--- config.mk ---
export PLATFORM = sky130hd
export DESIGN_NAME = midi_arpeggiator_scheduler_top
export DESIGN_NICKNAME = d
export VERILOG_FILES = /design/src/rtl/marp_pkg.sv /design/src/rtl/marp_ctrl.sv /design/src/rtl/marp_dp.sv /design/src/rtl/midi_arpeggiator_scheduler_top.sv
export VERILOG_INCLUDE_DIRS = /design/src /design/src/rtl
export SDC_FILE = /design/constraint.sdc
export NUM_CORES = 2
export LEC_CHECK = 0
export CAP_MARGIN = 20
export CORE_ASPECT_RATIO = 1.1
export CORE_MARGIN = 2
export CORE_UTILIZATION = 38
export DETAILED_ROUTE_END_ITERATION = 10
export DONT_BUFFER_PORTS = 1
export GPL_TIMING_DRIVEN = 0
export SLEW_MARGIN = 20
export SYNTH_ARGS = -nofsm -noshare
export SYNTH_HDL_FRONTEND = slang
export SYNTH_SLANG_ARGS = --single-unit
--- constraint.sdc ---
create_clock -name clk -period 7.1 [get_ports clk]
set_input_delay 1.42 -clock clk [delete_from_list [all_inputs] [get_ports clk]]
set_output_delay 1.42 -clock clk [all_outputs]
set_load 0.05 [all_outputs]
--- src/rtl/midi_arpeggiator_scheduler_top_macros.svh ---
// assertion macros for the arpeggiator scheduler
`ifndef MIDI_ARPEGGIATOR_SCHEDULER_TOP_MACROS_SVH
`define MIDI_ARPEGGIATOR_SCHEDULER_TOP_MACROS_SVH

`ifndef NO_ASSERTIONS

// property that must hold at every clock edge out of reset
`define MARP_ASSERT_ALWAYS(label, prop, msg) \
    label: assert property (@(posedge clk) disable iff (!rst_n) (prop)) else $error(msg);

// consequent must hold in the cycle after the antecedent
`define MARP_ASSERT_NEXT(label, ante, cons, msg) \
    label: assert property (@(posedge clk) disable iff (!rst_n) (ante) |=> (cons)) \
        else $error(msg);

`else

`define MARP_ASSERT_ALWAYS(label, prop, msg)
`define MARP_ASSERT_NEXT(label, ante, cons, msg)

`endif

`endif

--- src/rtl/marp_pkg.sv ---
// shared types and constants of the arpeggiator scheduler
package marp_pkg;

    localparam int SLOT_COUNT = 64;
    localparam int ARP_STEPS  = 4;
    localparam int SLOT_W     = $clog2(SLOT_COUNT);
    localparam int SCAN_W     = $clog2(SLOT_COUNT + 1);
    localparam int STEP_W     = (ARP_STEPS > 1) ? $clog2(ARP_STEPS) : 1;
    // wide enough for note + (ARP_STEPS) * interval without wrapping
    localparam int PITCH_W    = 8 + $clog2(ARP_STEPS);

    localparam logic [7:0]  NOTE_ON        = 8'h90;
    localparam logic [7:0]  NOTE_OFF       = 8'h80;
    localparam logic [7:0]  KIND_MASK      = 8'hF0;
    localparam logic [6:0]  NOTE_MAX       = 7'd127;
    localparam logic        KIND_TICK      = 1'b1;

    localparam logic [3:0]  RESET_CHANNEL  = 4'd0;
    localparam logic [15:0] RESET_STEP     = 16'd1000;
    localparam logic [6:0]  RESET_INTERVAL = 7'd4;

    localparam int CFG_IDX_W  = 2;
    localparam int CFG_DATA_W = 16;
    localparam logic [CFG_IDX_W-1:0] CFG_CHANNEL    = 2'd0;
    localparam logic [CFG_IDX_W-1:0] CFG_STEP_TICKS = 2'd1;
    localparam logic [CFG_IDX_W-1:0] CFG_INTERVAL   = 2'd2;

    typedef struct packed {
        logic        kind;
        logic [7:0]  status;
        logic [6:0]  note;
        logic [6:0]  velocity;
        logic [31:0] time_ms;
    } in_t;

    typedef struct packed {
        logic [7:0] out_status;
        logic [6:0] out_note;
        logic [6:0] out_velocity;
        logic       last;
    } out_t;

    typedef struct packed {
        logic [7:0]  status;
        logic [6:0]  note;
        logic [6:0]  velocity;
        logic [31:0] stamp;
    } slot_t;

    typedef enum logic [1:0] {
        ST_IDLE,
        ST_GEN,
        ST_SCAN,
        ST_DRAIN
    } state_t;

    typedef struct packed {
        logic              load;
        logic              wr_on;
        logic              wr_off;
        logic              step_adv;
        logic              rd_en;
        logic [SLOT_W-1:0] rd_addr;
        logic              chk;
        logic              flush;
    } cmd_t;

    typedef struct packed {
        logic in_tick;
        logic in_note_on;
        logic skip;
        logic hold;
        logic pend_valid;
    } stat_t;

endpackage

--- src/rtl/marp_ctrl.sv ---
// controller: sequences arpeggio writes and the slot scan of a tick
module marp_ctrl (
    input  logic             clk,
    input  logic             rst_n,
    input  logic             in_valid,
    output logic             in_stall,
    input  marp_pkg::stat_t  st,
    output marp_pkg::cmd_t   cmd,
    output marp_pkg::state_t state
);

    marp_pkg::state_t                  state_reg, state_next;
    logic [marp_pkg::STEP_W-1:0]       step_reg, step_next;
    logic                              phase_reg, phase_next;
    logic [marp_pkg::SCAN_W-1:0]       scan_idx_reg, scan_idx_next;
    logic                              chk_live_reg, chk_live_next;

    always_ff @(posedge clk or negedge rst_n)
    begin
        if (!rst_n)
        begin
            state_reg    <= marp_pkg::ST_IDLE;
            step_reg     <= '0;
            phase_reg    <= 1'b0;
            scan_idx_reg <= '0;
            chk_live_reg <= 1'b0;
        end
        else
        begin
            state_reg    <= state_next;
            step_reg     <= step_next;
            phase_reg    <= phase_next;
            scan_idx_reg <= scan_idx_next;
            chk_live_reg <= chk_live_next;
        end
    end

    always_comb
    begin
        state_next    = state_reg;
        step_next     = step_reg;
        phase_next    = phase_reg;
        scan_idx_next = scan_idx_reg;
        chk_live_next = chk_live_reg;
        cmd           = '0;
        cmd.rd_addr   = scan_idx_reg[marp_pkg::SLOT_W-1:0];
        in_stall      = (state_reg != marp_pkg::ST_IDLE);

        case (state_reg)
            marp_pkg::ST_IDLE:
            begin
                if (in_valid)
                begin
                    cmd.load = 1'b1;
                    if (st.in_tick)
                    begin
                        scan_idx_next = '0;
                        chk_live_next = 1'b0;
                        state_next    = marp_pkg::ST_SCAN;
                    end
                    else if (st.in_note_on)
                    begin
                        step_next  = '0;
                        phase_next = 1'b0;
                        state_next = marp_pkg::ST_GEN;
                    end
                end
            end

            marp_pkg::ST_GEN:
            begin
                if (!phase_reg && st.skip)
                begin
                    cmd.step_adv = 1'b1;
                end
                else if (!phase_reg)
                begin
                    cmd.wr_on  = 1'b1;
                    phase_next = 1'b1;
                end
                else
                begin
                    cmd.wr_off   = 1'b1;
                    cmd.step_adv = 1'b1;
                    phase_next   = 1'b0;
                end
                if (cmd.step_adv)
                begin
                    if (step_reg == marp_pkg::STEP_W'(marp_pkg::ARP_STEPS - 1))
                    begin
                        state_next = marp_pkg::ST_IDLE;
                    end
                    else
                    begin
                        step_next = step_reg + 1'b1;
                    end
                end
            end

            marp_pkg::ST_SCAN:
            begin
                // read of slot k overlaps the due check of slot k-1
                cmd.chk = chk_live_reg;
                if (!st.hold)
                begin
                    if (scan_idx_reg != marp_pkg::SCAN_W'(marp_pkg::SLOT_COUNT))
                    begin
                        cmd.rd_en     = 1'b1;
                        scan_idx_next = scan_idx_reg + 1'b1;
                        chk_live_next = 1'b1;
                    end
                    else
                    begin
                        chk_live_next = 1'b0;
                        if (!chk_live_reg)
                        begin
                            state_next = marp_pkg::ST_DRAIN;
                        end
                    end
                end
            end

            marp_pkg::ST_DRAIN:
            begin
                cmd.flush = 1'b1;
                if (!st.pend_valid)
                begin
                    state_next = marp_pkg::ST_IDLE;
                end
            end

            default:
            begin
                state_next = marp_pkg::ST_IDLE;
            end
        endcase
    end

    assign state = state_reg;

endmodule

--- src/rtl/marp_dp.sv ---
// datapath: config registers, slot memory, arpeggio arithmetic, output word
module marp_dp (
    input  logic                               clk,
    input  logic                               rst_n,
    input  marp_pkg::cmd_t                     cmd,
    output marp_pkg::stat_t                    st,
    input  marp_pkg::in_t                      in_word,
    input  logic                               cfg_we,
    input  logic [marp_pkg::CFG_IDX_W-1:0]     cfg_index,
    input  logic [marp_pkg::CFG_DATA_W-1:0]    cfg_data,
    input  logic                               out_stall,
    output logic                               out_valid,
    output marp_pkg::out_t                     out_word
);

    logic [3:0]                     channel_reg;
    logic [15:0]                    step_reg;
    logic [6:0]                     interval_reg;

    logic [6:0]                     vel_reg;
    logic [31:0]                    time_reg;
    logic [marp_pkg::PITCH_W-1:0]   pitch_reg;

    logic [marp_pkg::SLOT_W-1:0]    wr_ptr_reg;
    logic [marp_pkg::SLOT_COUNT-1:0] valid_reg;
    marp_pkg::slot_t                mem [marp_pkg::SLOT_COUNT];
    marp_pkg::slot_t                rdata_reg;
    logic                           rvalid_reg;
    logic [marp_pkg::SLOT_W-1:0]    raddr_reg;

    marp_pkg::out_t                 pend_reg;
    logic                           pend_valid_reg;
    logic                           out_valid_reg;
    marp_pkg::out_t                 out_reg;

    marp_pkg::slot_t                wdata;
    logic                           we;
    logic                           due;
    logic                           out_busy;
    logic                           hit;
    logic                           flush_go;
    logic [31:0]                    off_stamp;

    // configuration registers
    always_ff @(posedge clk or negedge rst_n)
    begin
        if (!rst_n)
        begin
            channel_reg  <= marp_pkg::RESET_CHANNEL;
            step_reg     <= marp_pkg::RESET_STEP;
            interval_reg <= marp_pkg::RESET_INTERVAL;
        end
        else if (cfg_we)
        begin
            case (cfg_index)
                marp_pkg::CFG_CHANNEL:    channel_reg  <= cfg_data[3:0];
                marp_pkg::CFG_STEP_TICKS: step_reg     <= cfg_data[15:0];
                marp_pkg::CFG_INTERVAL:   interval_reg <= cfg_data[6:0];
                default:                  channel_reg  <= channel_reg;
            endcase
        end
    end

    // latched word and arpeggio accumulators
    always_ff @(posedge clk)
    begin
        if (cmd.load)
        begin
            vel_reg   <= in_word.velocity;
            time_reg  <= in_word.time_ms;
            pitch_reg <= marp_pkg::PITCH_W'(in_word.note);
        end
        else if (cmd.step_adv)
        begin
            time_reg  <= time_reg + {16'd0, step_reg};
            pitch_reg <= pitch_reg + marp_pkg::PITCH_W'(interval_reg);
        end
    end

    assign off_stamp = time_reg + {16'd0, step_reg};
    assign we        = cmd.wr_on | cmd.wr_off;

    always_comb
    begin
        wdata.status   = (cmd.wr_on ? marp_pkg::NOTE_ON : marp_pkg::NOTE_OFF)
                         | {4'd0, channel_reg};
        wdata.note     = pitch_reg[6:0];
        wdata.velocity = vel_reg;
        wdata.stamp    = cmd.wr_on ? time_reg : off_stamp;
    end

    // slot memory
    always_ff @(posedge clk)
    begin
        if (we)
        begin
            mem[wr_ptr_reg] <= wdata;
        end
    end

    always_ff @(posedge clk)
    begin
        if (cmd.rd_en)
        begin
            rdata_reg <= mem[cmd.rd_addr];
            raddr_reg <= cmd.rd_addr;
        end
    end

    assign due      = rvalid_reg && (rdata_reg.stamp <= time_reg);
    assign out_busy = out_valid_reg && out_stall;
    assign hit      = cmd.chk && due && !st.hold;
    assign flush_go = cmd.flush && pend_valid_reg && !out_busy;

    always_ff @(posedge clk or negedge rst_n)
    begin
        if (!rst_n)
        begin
            wr_ptr_reg <= '0;
            valid_reg  <= '0;
            rvalid_reg <= 1'b0;
        end
        else
        begin
            if (we)
            begin
                valid_reg[wr_ptr_reg] <= 1'b1;
                if (wr_ptr_reg == marp_pkg::SLOT_W'(marp_pkg::SLOT_COUNT - 1))
                begin
                    wr_ptr_reg <= '0;
                end
                else
                begin
                    wr_ptr_reg <= wr_ptr_reg + 1'b1;
                end
            end
            if (hit)
            begin
                valid_reg[raddr_reg] <= 1'b0;
            end
            if (cmd.rd_en)
            begin
                rvalid_reg <= valid_reg[cmd.rd_addr];
            end
        end
    end

    // one due event is held back until the next one shows it was not the last
    always_ff @(posedge clk or negedge rst_n)
    begin
        if (!rst_n)
        begin
            pend_valid_reg <= 1'b0;
            out_valid_reg  <= 1'b0;
        end
        else
        begin
            if (hit)
            begin
                pend_valid_reg <= 1'b1;
            end
            else if (flush_go)
            begin
                pend_valid_reg <= 1'b0;
            end
            if ((hit && pend_valid_reg) || flush_go)
            begin
                out_valid_reg <= 1'b1;
            end
            else if (out_valid_reg && !out_stall)
            begin
                out_valid_reg <= 1'b0;
            end
        end
    end

    always_ff @(posedge clk)
    begin
        if (hit)
        begin
            pend_reg.out_status   <= rdata_reg.status;
            pend_reg.out_note     <= rdata_reg.note;
            pend_reg.out_velocity <= rdata_reg.velocity;
            pend_reg.last         <= 1'b0;
            if (pend_valid_reg)
            begin
                out_reg <= pend_reg;
            end
        end
        else if (flush_go)
        begin
            out_reg <= {pend_reg.out_status, pend_reg.out_note, pend_reg.out_velocity, 1'b1};
        end
    end

    always_comb
    begin
        st.in_tick    = (in_word.kind == marp_pkg::KIND_TICK);
        st.in_note_on = ((in_word.status & marp_pkg::KIND_MASK) == marp_pkg::NOTE_ON);
        st.skip       = (pitch_reg > marp_pkg::PITCH_W'(marp_pkg::NOTE_MAX));
        st.hold       = cmd.chk && due && pend_valid_reg && out_busy;
        st.pend_valid = pend_valid_reg;
    end

    assign out_valid = out_valid_reg;
    assign out_word  = out_reg;

endmodule

--- src/rtl/midi_arpeggiator_scheduler_top.sv ---
// top level of the midi arpeggiator scheduler
//
//   channel | signals                     | carries
//   --------+-----------------------------+-------------------------------------
//   in      | in_valid, in_stall, in_word | midi message or time tick word
//   out     | out_valid, out_stall, out_word | due note-on / note-off word, last flag
//   cfg     | cfg_we, cfg_index, cfg_data | channel, step_ticks, interval
//
// a note-on message is accepted and then makes up to 2*ARP_STEPS slot writes; other
// messages are only accepted; a tick reads all SLOT_COUNT slots and then drains,
// flushing the last word when something is due
// output stalls hold the scan when a second due word waits behind one, and hold
// the flush of the last word until the output register is free
// reset clears all slot valid bits at once; no clearing pass is needed
module midi_arpeggiator_scheduler_top (
    input  logic                               clk,
    input  logic                               rst_n,
    input  logic                               in_valid,
    output logic                               in_stall,
    input  marp_pkg::in_t                      in_word,
    output logic                               out_valid,
    input  logic                               out_stall,
    output marp_pkg::out_t                     out_word,
    input  logic                               cfg_we,
    input  logic [marp_pkg::CFG_IDX_W-1:0]     cfg_index,
    input  logic [marp_pkg::CFG_DATA_W-1:0]    cfg_data
);

`include "midi_arpeggiator_scheduler_top_macros.svh"

    marp_pkg::cmd_t   cmd;
    marp_pkg::stat_t  st;
    marp_pkg::state_t state;
    logic             slot_wr;
    logic             scan_rd;
    logic             out_held;

    marp_ctrl u_ctrl (
        .clk      (clk),
        .rst_n    (rst_n),
        .in_valid (in_valid),
        .in_stall (in_stall),
        .st       (st),
        .cmd      (cmd),
        .state    (state)
    );

    marp_dp u_dp (
        .clk       (clk),
        .rst_n     (rst_n),
        .cmd       (cmd),
        .st        (st),
        .in_word   (in_word),
        .cfg_we    (cfg_we),
        .cfg_index (cfg_index),
        .cfg_data  (cfg_data),
        .out_stall (out_stall),
        .out_valid (out_valid),
        .out_word  (out_word)
    );

    assign slot_wr  = cmd.wr_on || cmd.wr_off;
    assign scan_rd  = cmd.rd_en || cmd.chk;
    assign out_held = out_valid && out_stall;

    // no word may be left held back once the block takes new input
    `MARP_ASSERT_ALWAYS(a_idle_no_pend, in_stall || !st.pend_valid, "pending word while idle")

    // a stalled word stays put
    `MARP_ASSERT_NEXT(a_out_hold, out_held, out_valid && $stable(out_word), "word moved")

    // slot writes and scan reads belong to different phases
    `MARP_ASSERT_ALWAYS(a_wr_rd_apart, !(slot_wr && scan_rd), "write during scan")

    // arpeggio writes only happen in the generation phase
    `MARP_ASSERT_ALWAYS(a_wr_in_gen, !slot_wr || state == marp_pkg::ST_GEN, "write outside gen")

endmodule

==> results by group <==
Run status
  • Outcome: finished clean

Timing
  • Fin crit share: between 70% and 80%
  • Max-Slew Margin vs Limit: between 20% and 30%
  • Worst Tran Pin Value: roughly 1.2 ns
  • Max Fclk: roughly 180 MHz
  • Setup Viol. Count Final: 0
  • Fin. Hold Viols: 0
  • Clock Skew: 0.0613 ns
  • Tmin final: between 5 and 6 ns
  • Max-slew violations: 0
  • RSZ-0062 raised after global routing: no

Clocking
  • Num CTS Buffers: around 340
  • Root Driver: clkbuf_16
  • CTS H-tree lvls: 5
  • Register clock-pin slew on the reported worst setup and hold paths: ~0.060 ns
  • CTS Buffer Depth: 4
  • Post-cts resize count: 0
  • CTS tree: done
  • Worst-skew pair later-pin latency: between 0.9 and 1 ns
  • CTS sink count: approximately 3500
  • Post-CTS Hold Buffers: 0
  • Post-CTS Setup Bufs: 0

Pwr
  • PwrDens: between 400 and 500 mW/mm^2
  • Leakage power: approximately 0.05 uW
  • Clock power share: a little over a quarter
  • Sequential fraction of design power: 41.9%
  • Net Sw Frac: 31.1%
  • Internal cell power: around 44000 uW
  • Switching power total: approximately 20000 uW
  • Max VDD drop: ~0.00045 V
  • Logic gate share of total power: a little under a third

Setup path
  • Setup CP Type: register to register
  • Worst-case reg-to-reg path depth: 11
  • CP startpoint kind: register
  • CP max stage cell: a41oi_2
  • Crit. End Element: register
  • Worst R2R Setup Slack: 1.67 ns
  • CP cell instances: ha_1 > a211o_1 > a21oi_1 > a21oi_1 > o41a_1 > a41oi_2 > buf_2 > nor3_1 > xnor2_2 > buf_6 > buf_6
  • CP max FO: 24
  • Critical path required time: 7.83 ns
  • Slowest stage delay, CP: around 0.88 ns
  • CP arrival: 6.16 ns
  • R2R Path End: u_dp.mem[31][29]
  • Worst r2r src: u_dp.time_reg[2]

Synthesis
  • Ys Warns: 0
  • Number of synthesized flops with an enable pin: 3406
  • Post-Synthesis Cells: between 5000 and 6000
  • Mapped Avg Cell Area: between 20 and 25 um^2
  • Sequential area share after synthesis: between 70% and 80%
  • Distinct cell type count after synthesis: approximately 70
  • Synthesis-stage register bit count: roughly 3500
  • Synthesized cell area: 0.136 mm^2
  • Async S/R FF share, synth: roughly 3.2%
  • Synth Flop Type: edfxtp_1

Route
  • Total number of vias: ~66000
  • WL final: roughly 400000 um
  • Detailed Route Iter0 Violations: 8741
  • Initial DRT Pass Iterations: 6
  • Antenna viol nets, final: 0
  • Drt wl/cell: between 30 and 40 um
  • DR vias/cell: 5.78
  • DRC: 0

Global routing
  • Aggregate global routing overflow: 0
  • Number of global-route vias before repair: ~67000
  • Global-route wire length before repair: ~540000 um
  • GRT Util Overall: 21.3%
  • Initial antenna violation count: 44
  • Largest net degree at the start of global routing: roughly 110

Layout
  • Design Area, Final: roughly 0.16 mm^2
  • Commonest non-fill, non-tap cell in the layout: edfxtp_1
  • Number of flip-flops under the largest register name: around 3300
  • Commonest non-fill, non-tap cells in the layout: edfxtp_1 (3406), mux4_2 (1091), clkbuf_16 (345), clkbuf_1 (178), buf_12 (148)
  • Fraction of layout cells with a size suffix above 1: around a third
  • Finished Layout Cells: 11400
  • Area growth syn-to-layout: 17.7%
  • Nets: 6536

Hold path
  • Min-Delay Path Class: input pin to asynchronous set/reset pin

Placement
  • Hpwl dp: between 200000 and 300000 um
  • Placer Congestion: 0.853
  • Area post-placement: approximately 0.15 mm^2
  • DP Cell Count: approximately 11000
  • Input/output buffers: 0

Floorplanning
  • Core area: around 0.36 mm^2
  • Initial Utilization: 38.2%
  • Die Span X: around 570 um
  • Die height: ~630 um
  • Ports: just over 100
  • Die area: about 0.36 mm^2
  • Site row count: 230

Job
  • Maxcap violations: 0
## worst max path at each step
stage / startpoint / to / slack [ns] / cells after the start
global route: u_dp.step_reg[1] / u_dp.mem[29][29] / 1.61 / 11
detailed placement: u_dp.step_reg[1] / u_dp.mem[31][29] / 1.85 / 11
finish: u_dp.time_reg[2] / u_dp.mem[31][29] / 1.67 / 11
global placement: u_ctrl.state[0] / u_dp.mem[30][32] / -5.29 / 6
floorplan: u_ctrl.state[0] / u_dp.mem[30][0] / 1.60 / 6
CTS: u_dp.time_reg[2] / u_dp.mem[28][29] / 1.80 / 11
## routing by layer
| metal | track usage, % | part of all wire (%) | up-vias |
|---|---|---|---|
| li1 | - | - | 25900 |
| met1 | 26.8 | 37 | 36200 |
| met2 | 36.0 | 50 | 3285 |
| met3 | 3.69 | 7.6 | 763 |
| met4 | 9.53 | 4.9 | 0 |
| met5 | 0 | 0 | - |
## cells by family (layout without fill, tap and decap cells)
group	after synthesis	count (layout)	synth area share (%)
buffers and inverters	356	1300	1.11
other	2	32	0.00551
AO/OA/AOI/OAI	230	230	1.16
flip-flops	3522	3522	77.2
AND/OR/NAND/NOR	363	363	1.26
adder cells (fa/ha/maj)	61	61	0.571
XOR/XNOR	38	38	0.244
multiplexers	1140	1140	18.4
## area by class of cell
cell class | instances | area, um^2
Sequential cell | 3522 | 105000
Buffer | 301 | 1390
Antenna cell | 29 | 72.6
Fill cell | 29400 | 197000
Inverter | 55 | 216
Clock inverter | 186 | 1380
Clock buffer | 412 | 8900
Multi-Input combinational cell | 1835 | 30300
Timing Repair Buffer | 346 | 6860
Tap cell | 4756 | 5950
## per-stage QoR
stage	setup TNS [ns]	utilization [%]	worst slack [ns]	hold WS [ns]	total power, uW
after global placement	-4790.13	39.8	-5.29	0.403	46000
after detailed placement	0	42.0	1.85	0.405	47400
after floorplan	0	-	1.60	0.400	39200
after global routing	0	44.9	1.61	0.196	66100
after CTS	0	44.9	1.80	0.186	64400
final	0	44.9	1.67	0.242	64100
## synth_stat cells (all sizes together) (6+ instances only)
library cell     n  area share (%)
a21o            10           0.055
a21oi           55            0.20
a2bb2oi         54            0.35
a31oi           12           0.060
buf            141            0.52
clkbuf         160            0.44
dfrtp          106             1.9
dfstp            7            0.14
edfxtp        3406              75
ha              59            0.54
inv             55            0.15
mux2            39            0.32
mux2i           10           0.073
mux4          1091              18
nand2          103            0.28
nand2b           8           0.037
nand3           24           0.088
nand3b           7           0.039
nand4           14           0.064
nor2           131            0.36
nor3            19           0.070
o21a             6           0.033
o21ai           52            0.19
o31ai            8           0.054
or2              7           0.032
or3              9           0.041
xnor2           33            0.21
## power groups by stage
stage          Combinational (uW)  Clock [uW]  Sequential [uW]
2_1_floorplan               11500           0            27600
3_3_place_gp                17800           0            28200
3_5_place_dp                20000           0            27300
4_1_cts                     20100       17500            26900
5_1_grt                     21000       18200            26900
6_report                    20000       17200            26900
## critical path: cells and delay by family (launching register included)
family	cells	cell delay, ns
compound gates	5	2.55
buf+inv	3	0.98
simple gates	1	0.14
flops	1	0.42
xor+xnor	1	0.74
fa+ha+maj	1	0.38
Power figures use the tool's default switching activity.
